## config.mk

```make
export PLATFORM = sky130hd
export DESIGN_NAME = clp_sink
export DESIGN_NICKNAME = d
export VERILOG_FILES = /design/src/rtl/core/clp_pkg.sv /design/src/rtl/core/clp_sink.sv
export SDC_FILE = /design/constraint.sdc
export NUM_CORES = 1
export LEC_CHECK = 0
export ABC_AREA = 1
export BUFFER_PORTS_ARGS = -buffer_cell sky130_fd_sc_hd__buf_4
export CORE_MARGIN = 4
export CORE_UTILIZATION = 50
export DETAILED_ROUTE_END_ITERATION = 8
export PLACE_DENSITY = 0.78
export SLEW_MARGIN = 20
export SYNTH_ARGS = -nofsm -noshare
export SYNTH_HDL_FRONTEND = slang
export SYNTH_SLANG_ARGS = --single-unit
```

## constraint.sdc

```tcl
create_clock -name i_clk -period 4.8 [get_ports i_clk]
set_input_delay 0.96 -clock i_clk [delete_from_list [all_inputs] [get_ports i_clk]]
set_output_delay 0.96 -clock i_clk [all_outputs]
set_load 0.05 [all_outputs]
```

## src/rtl/core/clp_pkg.sv

```systemverilog
// Shared constants and types for the polygon clipper core.
package clp_pkg;

    // Width of the clipping square side register
    localparam int SIZE_WIDTH = 23;
    // Side length after reset (256.0 with 8 fraction bits)
    localparam logic [SIZE_WIDTH-1:0] CLIP_SIZE_RESET = SIZE_WIDTH'(65536);
    // Default coordinate width
    localparam int COORD_WIDTH_DEF = 24;
    // Number of half-plane cells in the chain
    localparam int NUM_CELLS = 4;

    // Half-plane cell sequencer states
    typedef enum logic [2:0] {
        CS_IDLE,
        CS_EMIT_A,
        CS_MUL,
        CS_DIV,
        CS_EMIT_X,
        CS_CLOSE,
        CS_EMIT_END
    } t_cell_state;

endpackage

```

## src/rtl/core/clp_sink.sv

```systemverilog
// Output hold stage: delays each vertex by one to tag the ring end.
module clp_sink #(
    parameter int W = clp_pkg::COORD_WIDTH_DEF
) (
    input  logic                i_clk,
    input  logic                i_rst_n,
    input  logic                i_valid,
    output logic                o_stall,
    input  logic signed [W-1:0] i_x,
    input  logic signed [W-1:0] i_y,
    input  logic                i_vtx,
    input  logic                i_end,
    output logic                o_valid,
    input  logic                i_stall,
    output logic signed [W-1:0] o_x,
    output logic signed [W-1:0] o_y,
    output logic                o_vld,
    output logic                o_last
);
    logic                r_hv;
    logic signed [W-1:0] r_hx, r_hy;
    logic                r_ov;
    logic signed [W-1:0] r_ox, r_oy;
    logic                r_ovld, r_olast;
    logic                w_take;
    logic                w_emit;

    assign o_stall = r_ov && i_stall;
    assign w_take  = i_valid && !o_stall;
    assign w_emit  = w_take && (i_end || r_hv);

    assign o_valid = r_ov;
    assign o_x     = r_ox;
    assign o_y     = r_oy;
    assign o_vld   = r_ovld;
    assign o_last  = r_olast;

    // Track the hold and output register occupancy
    always_ff @(posedge i_clk) begin
        if (!i_rst_n) begin
            r_hv <= 1'b0;
            r_ov <= 1'b0;
        end else begin
            if (w_emit) begin
                r_ov <= 1'b1;
            end else if (!i_stall) begin
                r_ov <= 1'b0;
            end
            if (w_take) begin
                r_hv <= i_vtx && !i_end;
            end
        end
    end

    // Load held vertex and the outgoing transaction
    always_ff @(posedge i_clk) begin
        if (w_take && i_vtx) begin
            r_hx <= i_x;
            r_hy <= i_y;
        end
        if (w_emit) begin
            r_ox    <= r_hv ? r_hx : '0;
            r_oy    <= r_hv ? r_hy : '0;
            r_ovld  <= r_hv;
            r_olast <= i_end;
        end
    end

endmodule

```

==> impl_metrics.csv <==
group,metric,value,unit
status,status,"finished clean",
logic_synthesis,synth_top_area_share,84.94,%
timing,relSlewSlack,41.95,%
global_route,grt_overflow,0,
pwr,powerDensity,381.7,mW/mm2
global_route,grt_usage,14.35,%
layout,syn_to_final_growth,32.68,%
placement,pre_cts_ws,1824,ps
global_route,grt_pass1_wl,9101,um
setup_path,cp_max_fo,51,
clocking,clock_sinks,100,
placement,gp_congestion,0.7370,
timing,worst_slack,2387,ps
logic_synthesis,netlist_top_cells_area,"edfxtp_1 85%, inv_1 5.6%, nand2_1 5.5%",
layout,nets,384,
clocking,cts_resized,0,
logic_synthesis,ys_seq_elements,100,
clocking,cts_setup_buffers,0,
timing,rsz0062_at_grt,"false",
clocking,hold_buffers,0,
logic_synthesis,yosysTopAreaCell,"edfxtp_1",
layout,fin_util,68.04,%
floorplan,die_w,91.24,um
setup_path,reg2reg_from,"r_hv",
setup_path,crit_path_start_kind,"flop",
global_route,antenna_found_initial,0,
clocking,tritoncts,"built",
drt,post_drt_wl_per_cell,14.11,um
drt,vias,1893,
logic_synthesis,ys_warn_count,0,
layout,layout-drive-gt1-share,38.21,%
layout,final_common_cell,"buf_4",
min_path,holdCritStartpoint,"r_hx[5]",
min_path,hp-class,"reg -> reg",
logic_synthesis,syn-cell-area,0.003465,mm2
placement,hpwl,4158,um
clocking,clk_latency,340,ps
logic_synthesis,ys_types,13,
timing,finalHoldWorstSlack,507.4,ps
clocking,clockBufferDepth,2,
timing,hold_violations,0,
setup_path,worstPathArrival,2460,ps
logic_synthesis,synth_nets,271,
timing,timing.final.crit_share,50.28,%
timing,maxSlewViolCount,0,
layout,n_antenna_cell,0,
global_route,grt_pass1_vias,1923,
clocking,cts-htree-levels,3,
layout,nFillCells,488,
floorplan,core,0.006756,mm2
logic_synthesis,yosysSeqAreaShare,86.10,%
timing,worst_pin_slew,870.7,ps
drt,drt-total-wl,5855,um
timing,setup_viol,0,
setup_path,critPathKind,"reg -> reg",
placement,port_buffers,105,
drt,drt_iter0_markers,70,
logic_synthesis,netlist_instances,217,
clocking,cts-root-buf,"clkbuf_8",
setup_path,worstSetupStartpoint,"r_hv",
drt,via_per_inst,4.561,
floorplan,pin_count,106,
timing,finClkSkew,3.419,ps
drt,drc,0,
pwr,leakage,0.002143,uW
clocking,cts_made_buffers,9,
layout,layout_common_cells,"106 x buf_4, 98 x edfxtp_1, 52 x inv_1",
floorplan,dieArea,0.008325,mm2
clocking,clk_pin_slew,90,ps
setup_path,reg2reg_slack,2390,ps
timing,tns,0,ps
floorplan,start_util,51.28,%
drt,drtPass1Iterations,4,
drt,drtAntennaViolNets,0,
flow_run,cap_violations,0,
timing,fmax,414.4,MHz
floorplan,fp.dieH,91.24,um
logic_synthesis,avgSynthCellArea,15.97,um2
setup_path,crit_required,4850,ps
setup_path,reg2reg_depth,4,
timing,post-route-min-period,2413,ps
min_path,hold_depth,2,
setup_path,endpoint_kind,"flop",
floorplan,fp-row-count,30,
global_route,grt_max_degree,52,
pwr,peakVddDrop,164.3,uV
[layout make-up]
type                    instances  area [um2]  area share, %
flip-flops and latches        100        2984          64.92
clock inverters                 7       90.09          1.960
multi-input cells              58       249.0          5.416
inverters                      53       198.9          4.328
well taps                      80       100.1          2.177
repair buffers                108       850.8          18.51
clock buffers                   9       123.9          2.695
[metrics by stage]
| step | cells | total power, uW | area [um2] |
|---|---|---|---|
| floorplan | 217 | 1134 | 3465 |
| CTS | 414 | 1766 | 4569 |
| global placement | 397 | 1203 | 4328 |
| finish | 415 | 1754 | 4597 |
| global route | 415 | 1817 | 4597 |
| detailed placement | 398 | 1212 | 4355 |
[state kept, by name, summed over array words and instances (netlist names)]
register / count
o_last: 1
o_valid: 1
o_x: 24
r_hy: 24
o_vld: 1
r_hx: 24
o_y: 24
r_hv: 1
[cell usage after synthesis]
library cell,number
inv_1,52
inv_2,1
a21oi_2,1
edfxtp_1,98
nor2_1,2
nand2_2,1
dfxtp_1,2
buf_2,3
a21oi_1,2
buf_8,1
nand2_1,51
nand4_1,1
buf_6,2
[per-layer routing]
layer	track usage, %	part of all wire, %
met5	0	0
met4	6.030	1.7
met3	3.563	6.0
met2	25.20	53
met1	16.73	40
[cells by family (layout without fill, tap and decap cells)]
kind of cell / Yosys count / after routing / share of synthesized area, %
simple gates: 55 / 55 / 6.103
buf+inv: 59 / 177 / 7.259
flops: 100 / 100 / 86.10
compound gates: 3 / 3 / 0.5418
[path summary, 6_finish.rpt]
check                  to
hold / removal     o_x[5]
setup / recovery  o_y[11]
setup reg to reg  o_y[11]
hold reg to reg    o_x[5]
[report_power, final]
group	internal (uW)	leakage (uW)	switching, uW	total [uW]
logic	62.5	0.00109	113	175
registers	1000	0.000947	15.3	1020
clock network	292	0.000109	270	562
[worst max-delay path, cell delays in order, from the launching register on]
cell and delay, ps:
dfxtp_2 910, inv_1 210, a21oi_4 510, buf_16 240, buf_4 230
No activity file was read; power rests on OpenSTA's default activity.
