$ cat src/rtl/core/clp_pkg.sv
// Shared constants and types for the polygon clipper core.
package clp_pkg;

    // Width of the clipping square side register
    localparam int SIZE_WIDTH = 23;
    // Side length after reset (256.0 with 8 fraction bits)
    localparam logic [SIZE_WIDTH-1:0] CLIP_SIZE_RESET = SIZE_WIDTH'(65536);
    // Default coordinate width
    localparam int COORD_WIDTH_DEF = 24;
    // Number of half-plane cells in the chain
    localparam int NUM_CELLS = 4;

    // Half-plane cell sequencer states
    typedef enum logic [2:0] {
        CS_IDLE,
        CS_EMIT_A,
        CS_MUL,
        CS_DIV,
        CS_EMIT_X,
        CS_CLOSE,
        CS_EMIT_END
    } t_cell_state;

endpackage

$ cat src/rtl/core/clp_div.sv
// Restoring divider, one quotient bit per cycle.
module clp_div #(
    parameter int DW = 25
) (
    input  logic              i_clk,
    input  logic              i_rst_n,
    input  logic              i_start,
    input  logic [2*DW-1:0]   i_num,
    input  logic [DW-1:0]     i_den,
    output logic              o_done,
    output logic [DW-1:0]     o_q
);
    localparam int PW = 2 * DW;
    localparam int CW = $clog2(DW + 1);

    logic [PW-1:0] r_rem;
    logic [PW-1:0] r_dsh;
    logic [DW-1:0] r_q;
    logic [CW-1:0] r_cnt;
    logic          r_busy;
    logic          r_done;
    logic          w_ge;

    assign w_ge   = (r_rem >= r_dsh);
    assign o_done = r_done;
    assign o_q    = r_q;

    // Control: count quotient steps
    always_ff @(posedge i_clk) begin
        if (!i_rst_n) begin
            r_busy <= 1'b0;
            r_done <= 1'b0;
            r_cnt  <= '0;
        end else begin
            r_done <= 1'b0;
            if (i_start) begin
                r_busy <= 1'b1;
                r_cnt  <= CW'(DW);
            end else if (r_busy) begin
                r_cnt <= r_cnt - CW'(1);
                if (r_cnt == CW'(1)) begin
                    r_busy <= 1'b0;
                    r_done <= 1'b1;
                end
            end
        end
    end

    // Datapath: trial subtract and shift in one quotient bit
    always_ff @(posedge i_clk) begin
        if (i_start) begin
            r_rem <= i_num;
            r_dsh <= {{DW{1'b0}}, i_den} << (DW - 1);
            r_q   <= '0;
        end else if (r_busy) begin
            if (w_ge) begin
                r_rem <= r_rem - r_dsh;
            end
            r_q   <= {r_q[DW-2:0], w_ge};
            r_dsh <= r_dsh >> 1;
        end
    end

endmodule

$ cat src/rtl/core/clp_cell.sv
// One half-plane clipping cell of the chain.
module clp_cell #(
    parameter int W     = clp_pkg::COORD_WIDTH_DEF,
    parameter int STAGE = 0
) (
    input  logic                          i_clk,
    input  logic                          i_rst_n,
    input  logic [clp_pkg::SIZE_WIDTH-1:0] i_size,
    input  logic                          i_valid,
    output logic                          o_stall,
    input  logic signed [W-1:0]           i_x,
    input  logic signed [W-1:0]           i_y,
    input  logic                          i_vtx,
    input  logic                          i_end,
    output logic                          o_valid,
    input  logic                          i_stall,
    output logic signed [W-1:0]           o_x,
    output logic signed [W-1:0]           o_y,
    output logic                          o_vtx,
    output logic                          o_end
);
    localparam int  SW     = clp_pkg::SIZE_WIDTH;
    localparam int  EW     = (W > SW + 1) ? W : SW + 1;
    localparam int  DW     = EW + 1;
    localparam bit  AXIS_Y = (STAGE >= 2);
    localparam bit  HIGH   = ((STAGE % 2) == 1);

    clp_pkg::t_cell_state r_state, n_state, w_after;

    logic                r_started;
    logic signed [W-1:0] r_fx, r_fy, r_px, r_py;
    logic signed [W-1:0] r_ax, r_ay, r_bx, r_by;
    logic signed [W-1:0] r_rx, r_ry;
    logic                r_close, r_fin, r_neg;

    logic signed [EW:0]  w_ua, w_ub, w_va, w_vb, w_c, w_lim;
    logic signed [EW:0]  w_dnum, w_part, w_whole;
    logic [DW-1:0]       w_mn, w_mp, w_mw;
    logic [2*DW-1:0]     w_prod;
    logic                w_ia, w_ib;
    logic                w_div_start, w_div_done;
    logic [DW-1:0]       w_q;
    logic signed [EW+1:0] w_v;

    // Pick coordinates along and across the clipping axis
    always_comb begin
        if (AXIS_Y) begin
            w_ua = {{(EW+1-W){r_ay[W-1]}}, r_ay};
            w_ub = {{(EW+1-W){r_by[W-1]}}, r_by};
            w_va = {{(EW+1-W){r_ax[W-1]}}, r_ax};
            w_vb = {{(EW+1-W){r_bx[W-1]}}, r_bx};
        end else begin
            w_ua = {{(EW+1-W){r_ax[W-1]}}, r_ax};
            w_ub = {{(EW+1-W){r_bx[W-1]}}, r_bx};
            w_va = {{(EW+1-W){r_ay[W-1]}}, r_ay};
            w_vb = {{(EW+1-W){r_by[W-1]}}, r_by};
        end
    end

    assign w_lim = {{(EW+1-SW){1'b0}}, i_size};
    assign w_c   = HIGH ? w_lim : '0;
    assign w_ia  = HIGH ? (w_ua <= w_lim) : (w_ua >= 0);
    assign w_ib  = HIGH ? (w_ub <= w_lim) : (w_ub >= 0);

    // Crossing terms: dnum * part / whole
    assign w_dnum  = w_vb - w_va;
    assign w_part  = w_c - w_ua;
    assign w_whole = w_ub - w_ua;
    assign w_mn    = w_dnum[EW]  ? DW'(-w_dnum)  : DW'(w_dnum);
    assign w_mp    = w_part[EW]  ? DW'(-w_part)  : DW'(w_part);
    assign w_mw    = w_whole[EW] ? DW'(-w_whole) : DW'(w_whole);
    assign w_prod  = {{DW{1'b0}}, w_mn} * {{DW{1'b0}}, w_mp};

    clp_div #(.DW(DW)) u_div (
        .i_clk   (i_clk),
        .i_rst_n (i_rst_n),
        .i_start (w_div_start),
        .i_num   (w_prod),
        .i_den   (w_mw),
        .o_done  (w_div_done),
        .o_q     (w_q)
    );

    // Apply the signed quotient to the cross coordinate
    always_comb begin
        if (w_mw == '0) begin
            w_v = {w_va[EW], w_va};
        end else if (r_neg) begin
            w_v = {w_va[EW], w_va} - $signed({1'b0, w_q});
        end else begin
            w_v = {w_va[EW], w_va} + $signed({1'b0, w_q});
        end
    end

    // Where to go once an edge is done
    always_comb begin
        if (r_close) begin
            w_after = clp_pkg::CS_CLOSE;
        end else if (r_fin) begin
            w_after = clp_pkg::CS_EMIT_END;
        end else begin
            w_after = clp_pkg::CS_IDLE;
        end
    end

    // Next state
    always_comb begin
        n_state = r_state;
        case (r_state)
            clp_pkg::CS_IDLE: begin
                if (i_valid) begin
                    if (i_vtx) begin
                        if (r_started) begin
                            n_state = clp_pkg::CS_EMIT_A;
                        end else if (i_end) begin
                            n_state = clp_pkg::CS_CLOSE;
                        end
                    end else begin
                        n_state = clp_pkg::CS_CLOSE;
                    end
                end
            end
            clp_pkg::CS_EMIT_A: begin
                if (!w_ia || !i_stall) begin
                    n_state = (w_ia != w_ib) ? clp_pkg::CS_MUL : w_after;
                end
            end
            clp_pkg::CS_MUL: n_state = clp_pkg::CS_DIV;
            clp_pkg::CS_DIV: begin
                if (w_div_done) begin
                    n_state = clp_pkg::CS_EMIT_X;
                end
            end
            clp_pkg::CS_EMIT_X: begin
                if (!i_stall) begin
                    n_state = w_after;
                end
            end
            clp_pkg::CS_CLOSE: begin
                n_state = r_started ? clp_pkg::CS_EMIT_A : clp_pkg::CS_EMIT_END;
            end
            clp_pkg::CS_EMIT_END: begin
                if (!i_stall) begin
                    n_state = clp_pkg::CS_IDLE;
                end
            end
            default: n_state = clp_pkg::CS_IDLE;
        endcase
    end

    // Outputs
    always_comb begin
        o_stall     = (r_state != clp_pkg::CS_IDLE);
        w_div_start = (r_state == clp_pkg::CS_MUL);
        o_valid     = 1'b0;
        o_x         = r_ax;
        o_y         = r_ay;
        o_vtx       = 1'b1;
        o_end       = 1'b0;
        case (r_state)
            clp_pkg::CS_EMIT_A: o_valid = w_ia;
            clp_pkg::CS_EMIT_X: begin
                o_valid = 1'b1;
                o_x     = r_rx;
                o_y     = r_ry;
            end
            clp_pkg::CS_EMIT_END: begin
                o_valid = 1'b1;
                o_vtx   = 1'b0;
                o_end   = 1'b1;
            end
            default: o_valid = 1'b0;
        endcase
    end

    // Control registers
    always_ff @(posedge i_clk) begin
        if (!i_rst_n) begin
            r_state   <= clp_pkg::CS_IDLE;
            r_started <= 1'b0;
            r_close   <= 1'b0;
            r_fin     <= 1'b0;
        end else begin
            r_state <= n_state;
            case (r_state)
                clp_pkg::CS_IDLE: begin
                    if (i_valid) begin
                        r_close <= i_end;
                        if (i_vtx && !r_started) begin
                            r_started <= 1'b1;
                        end
                    end
                end
                clp_pkg::CS_CLOSE: begin
                    r_close   <= 1'b0;
                    r_fin     <= 1'b1;
                    r_started <= 1'b0;
                end
                clp_pkg::CS_EMIT_END: begin
                    if (!i_stall) begin
                        r_fin <= 1'b0;
                    end
                end
                default: r_fin <= r_fin;
            endcase
        end
    end

    // Vertex and crossing registers
    always_ff @(posedge i_clk) begin
        case (r_state)
            clp_pkg::CS_IDLE: begin
                if (i_valid && i_vtx) begin
                    r_px <= i_x;
                    r_py <= i_y;
                    if (r_started) begin
                        r_ax <= r_px;
                        r_ay <= r_py;
                        r_bx <= i_x;
                        r_by <= i_y;
                    end else begin
                        r_fx <= i_x;
                        r_fy <= i_y;
                    end
                end
            end
            clp_pkg::CS_CLOSE: begin
                r_ax <= r_px;
                r_ay <= r_py;
                r_bx <= r_fx;
                r_by <= r_fy;
            end
            clp_pkg::CS_MUL: begin
                r_neg <= w_dnum[EW] ^ w_part[EW] ^ w_whole[EW];
            end
            clp_pkg::CS_DIV: begin
                if (w_div_done) begin
                    if (AXIS_Y) begin
                        r_rx <= w_v[W-1:0];
                        r_ry <= w_c[W-1:0];
                    end else begin
                        r_rx <= w_c[W-1:0];
                        r_ry <= w_v[W-1:0];
                    end
                end
            end
            default: r_neg <= r_neg;
        endcase
    end

endmodule

$ cat config.mk
export PLATFORM = sky130hd
export DESIGN_NAME = clp_cell
export DESIGN_NICKNAME = d
export VERILOG_FILES = /design/src/rtl/core/clp_pkg.sv /design/src/rtl/core/clp_div.sv /design/src/rtl/core/clp_cell.sv
export SDC_FILE = /design/constraint.sdc
export NUM_CORES = 2
export LEC_CHECK = 0
export ABC_AREA = 1
export BUFFER_PORTS_ARGS = -buffer_cell sky130_fd_sc_hd__buf_4
export CAP_MARGIN = 5
export CORE_MARGIN = 2
export CORE_UTILIZATION = 55
export CTS_BUF_LIST = sky130_fd_sc_hd__clkbuf_16
export CTS_CLUSTER_DIAMETER = 60
export DETAILED_ROUTE_END_ITERATION = 10
export PLACE_DENSITY = 0.71
export SLEW_MARGIN = 20
export SYNTH_ARGS = -nofsm -noshare
export SYNTH_HDL_FRONTEND = slang
export SYNTH_HIERARCHICAL = 1
export SYNTH_SLANG_ARGS = --single-unit
$ cat constraint.sdc
create_clock -name i_clk -period 12.2 [get_ports i_clk]
set_input_delay 1.22 -clock i_clk [delete_from_list [all_inputs] [get_ports i_clk]]
set_output_delay 1.22 -clock i_clk [all_outputs]
set_load 0.01 [all_outputs]
==> flow_metrics.env <==
export IMPL_status="complete, no violations"
export IMPL_startpoint_type="flop"
export IMPL_cts_sinks=353
export IMPL_port_buffers=105
export IMPL_syn_inst=6015
export IMPL_numCtsBuffers=44
export IMPL_postCtsHoldBufs=0
export IMPL_cts_resized=0
export IMPL_cts_path_max_buffers=3
export IMPL_num_rows=105
export IMPL_root_buffer="clkbuf_16"
export IMPL_routedWlPerCell_um=18.3
export IMPL_drive_gt1_share_pct=7.20
export IMPL_fin_skew_ns=0.0305
export IMPL_grt_pass1_vias=38800
export IMPL_tns_ns=0
export IMPL_slowest_stage="inv_1"
export IMPL_die_area_um2=85700
export IMPL_cts_tree="done"
export IMPL_path_common_cell="inv_1"
export IMPL_synth_avg_cell_area_um2=7.63
export IMPL_antenna_found_initial=1
export IMPL_slew_headroom_pct=20.8
export IMPL_dpl_hpwl_um=107000
export IMPL_reg2reg_slack_ns=1.23
export IMPL_end_kind="flop"
export IMPL_r2r_end="u_div/r_rem[41]"
export IMPL_syn_area_um2=45900
export IMPL_tightest_slew_ns=1.19
export IMPL_reg2reg_from="r_ay[0]"
export IMPL_min_from="r_px[5]"
export IMPL_rsz0062_at_grt="false"
export IMPL_core_area_um2=82400
export IMPL_dr_pass1_iters=9
export IMPL_critPathMaxFanout=27
export IMPL_layout_commonest_cell="nand2_1"
export IMPL_clk_latency_ns=0.60
export IMPL_reg2regPathDepth=44
export IMPL_fin_crit_sh_pct=89.9
export IMPL_critPathCapture="u_div/r_rem[41]"
export IMPL_post_route_drc_count=0
export IMPL_yosysWarningCount=6
export IMPL_htreeDepth=2
export IMPL_die_width_um=293
export IMPL_hold_violations=0
export IMPL_grtUsageTotal_pct=31.1
export IMPL_grt_pass1_wl_um=208000
export IMPL_routabilityCongestion=1.00
export IMPL_crit_required_ns=12.52
export IMPL_min_period_ns=10.97
export IMPL_vias_per_cell=5.44
export IMPL_ant_nets=0
export IMPL_nets=7025
export IMPL_wl_um=132000
export IMPL_critPathArrivalTime_ns=11.30
export IMPL_maxCapViolCount=0
export IMPL_dieHeight_um=293
export IMPL_slew_viol_final=0
export IMPL_grt_overflow_total=0
export IMPL_layout_common_cells="1575 x nand2_1, 1249 x inv_1, 585 x nor2_1"
export IMPL_initial_utilization_pct=55.7
export IMPL_fmax_mhz=91.1
export IMPL_grt_max_degree=93
export IMPL_hold_class="flop to flop"
export IMPL_num_vias=39200
export IMPL_crit_start="r_ay[0]"
export IMPL_worstSetupPathType="flop to flop"
export IMPL_clk_pin_slew_ns=0.07
export IMPL_setup_violations=0
export IMPL_cpPeakStageDelay_ns=0.77
export IMPL_postCtsSetupRepairBufs=0
export IMPL_io_pins=129
export IMPL_fillers=7573
export IMPL_area_growth_pct=7.49
export IMPL_drt_initial_drc_count=3022
==> worst min path at each step <==
| stage | to | slack [ns] | cells past startpoint |
|---|---|---|---|
| floorplan | r_ax[0] | 0.40 | 0 |
| global placement | r_ay[23] | 0.40 | 0 |
| detailed placement | r_ay[10] | 0.40 | 0 |
| CTS | r_ax[5] | 0.41 | 0 |
| global route | r_ax[7] | 0.42 | 0 |
| finish | r_ax[5] | 0.41 | 0 |
==> flip-flops by register name, summed over array words and instances (netlist names), 3 cells and up <==
name	count
r_ay	24
r_fy	24
r_bx	24
r_ry	24
r_state	3
u_div/o_q	24
r_py	24
u_div/r_rem	50
r_by	24
r_px	24
u_div/r_cnt	5
r_ax	24
u_div/r_dsh	49
r_fx	24
==> worst max-delay path, delay by kind of cell (launching register included) <==
family	cells	cell delay, ns
AO/OA/AOI/OAI	9	1.63
XOR/XNOR	1	0.08
adder cells (fa/ha/maj)	10	4.68
buffers and inverters	10	1.74
flip-flops	1	0.43
AND/OR/NAND/NOR	14	2.10
==> layer usage <==
layer	GRT usage, %	share of wire, %	up-vias	routed length [um]
met5	0	0	-	0
met4	13.7	5.0	0	6630
met3	4.89	7.9	355	10500
met2	51.3	46	1575	61500
met1	40.5	41	18600	53600
li1	-	-	18600	-
==> through the flow <==
step / util [%] / setup slack (ns) / instances / area, um2 / hold slack [ns]
finish: 59.9 / 1.23 / 7211 / 49300 / 0.411
global route: 59.9 / 0.657 / 7210 / 49300 / 0.423
CTS: 59.9 / 1.40 / 7210 / 49300 / 0.411
detailed placement: 58.2 / 1.45 / 7131 / 47900 / 0.405
global placement: 58.2 / 1.58 / 7131 / 47900 / 0.401
floorplan: - / 3.58 / 6038 / 46000 / 0.400
==> layout make-up <==
type	instances	area, um2	area share [%]
timing repair buffer	166	1250	2.53
multi-input combinational	4258	30500	61.9
clock buffer	46	1150	2.33
sequential	353	9990	20.3
antenna	1	2.50	0.00508
tap	1070	1340	2.72
inverter	1284	4820	9.78
clock inverter	33	239	0.485
Power is not shown: default switching activity piles up to over one toggle a cycle in this logic, so the estimate is an artifact.
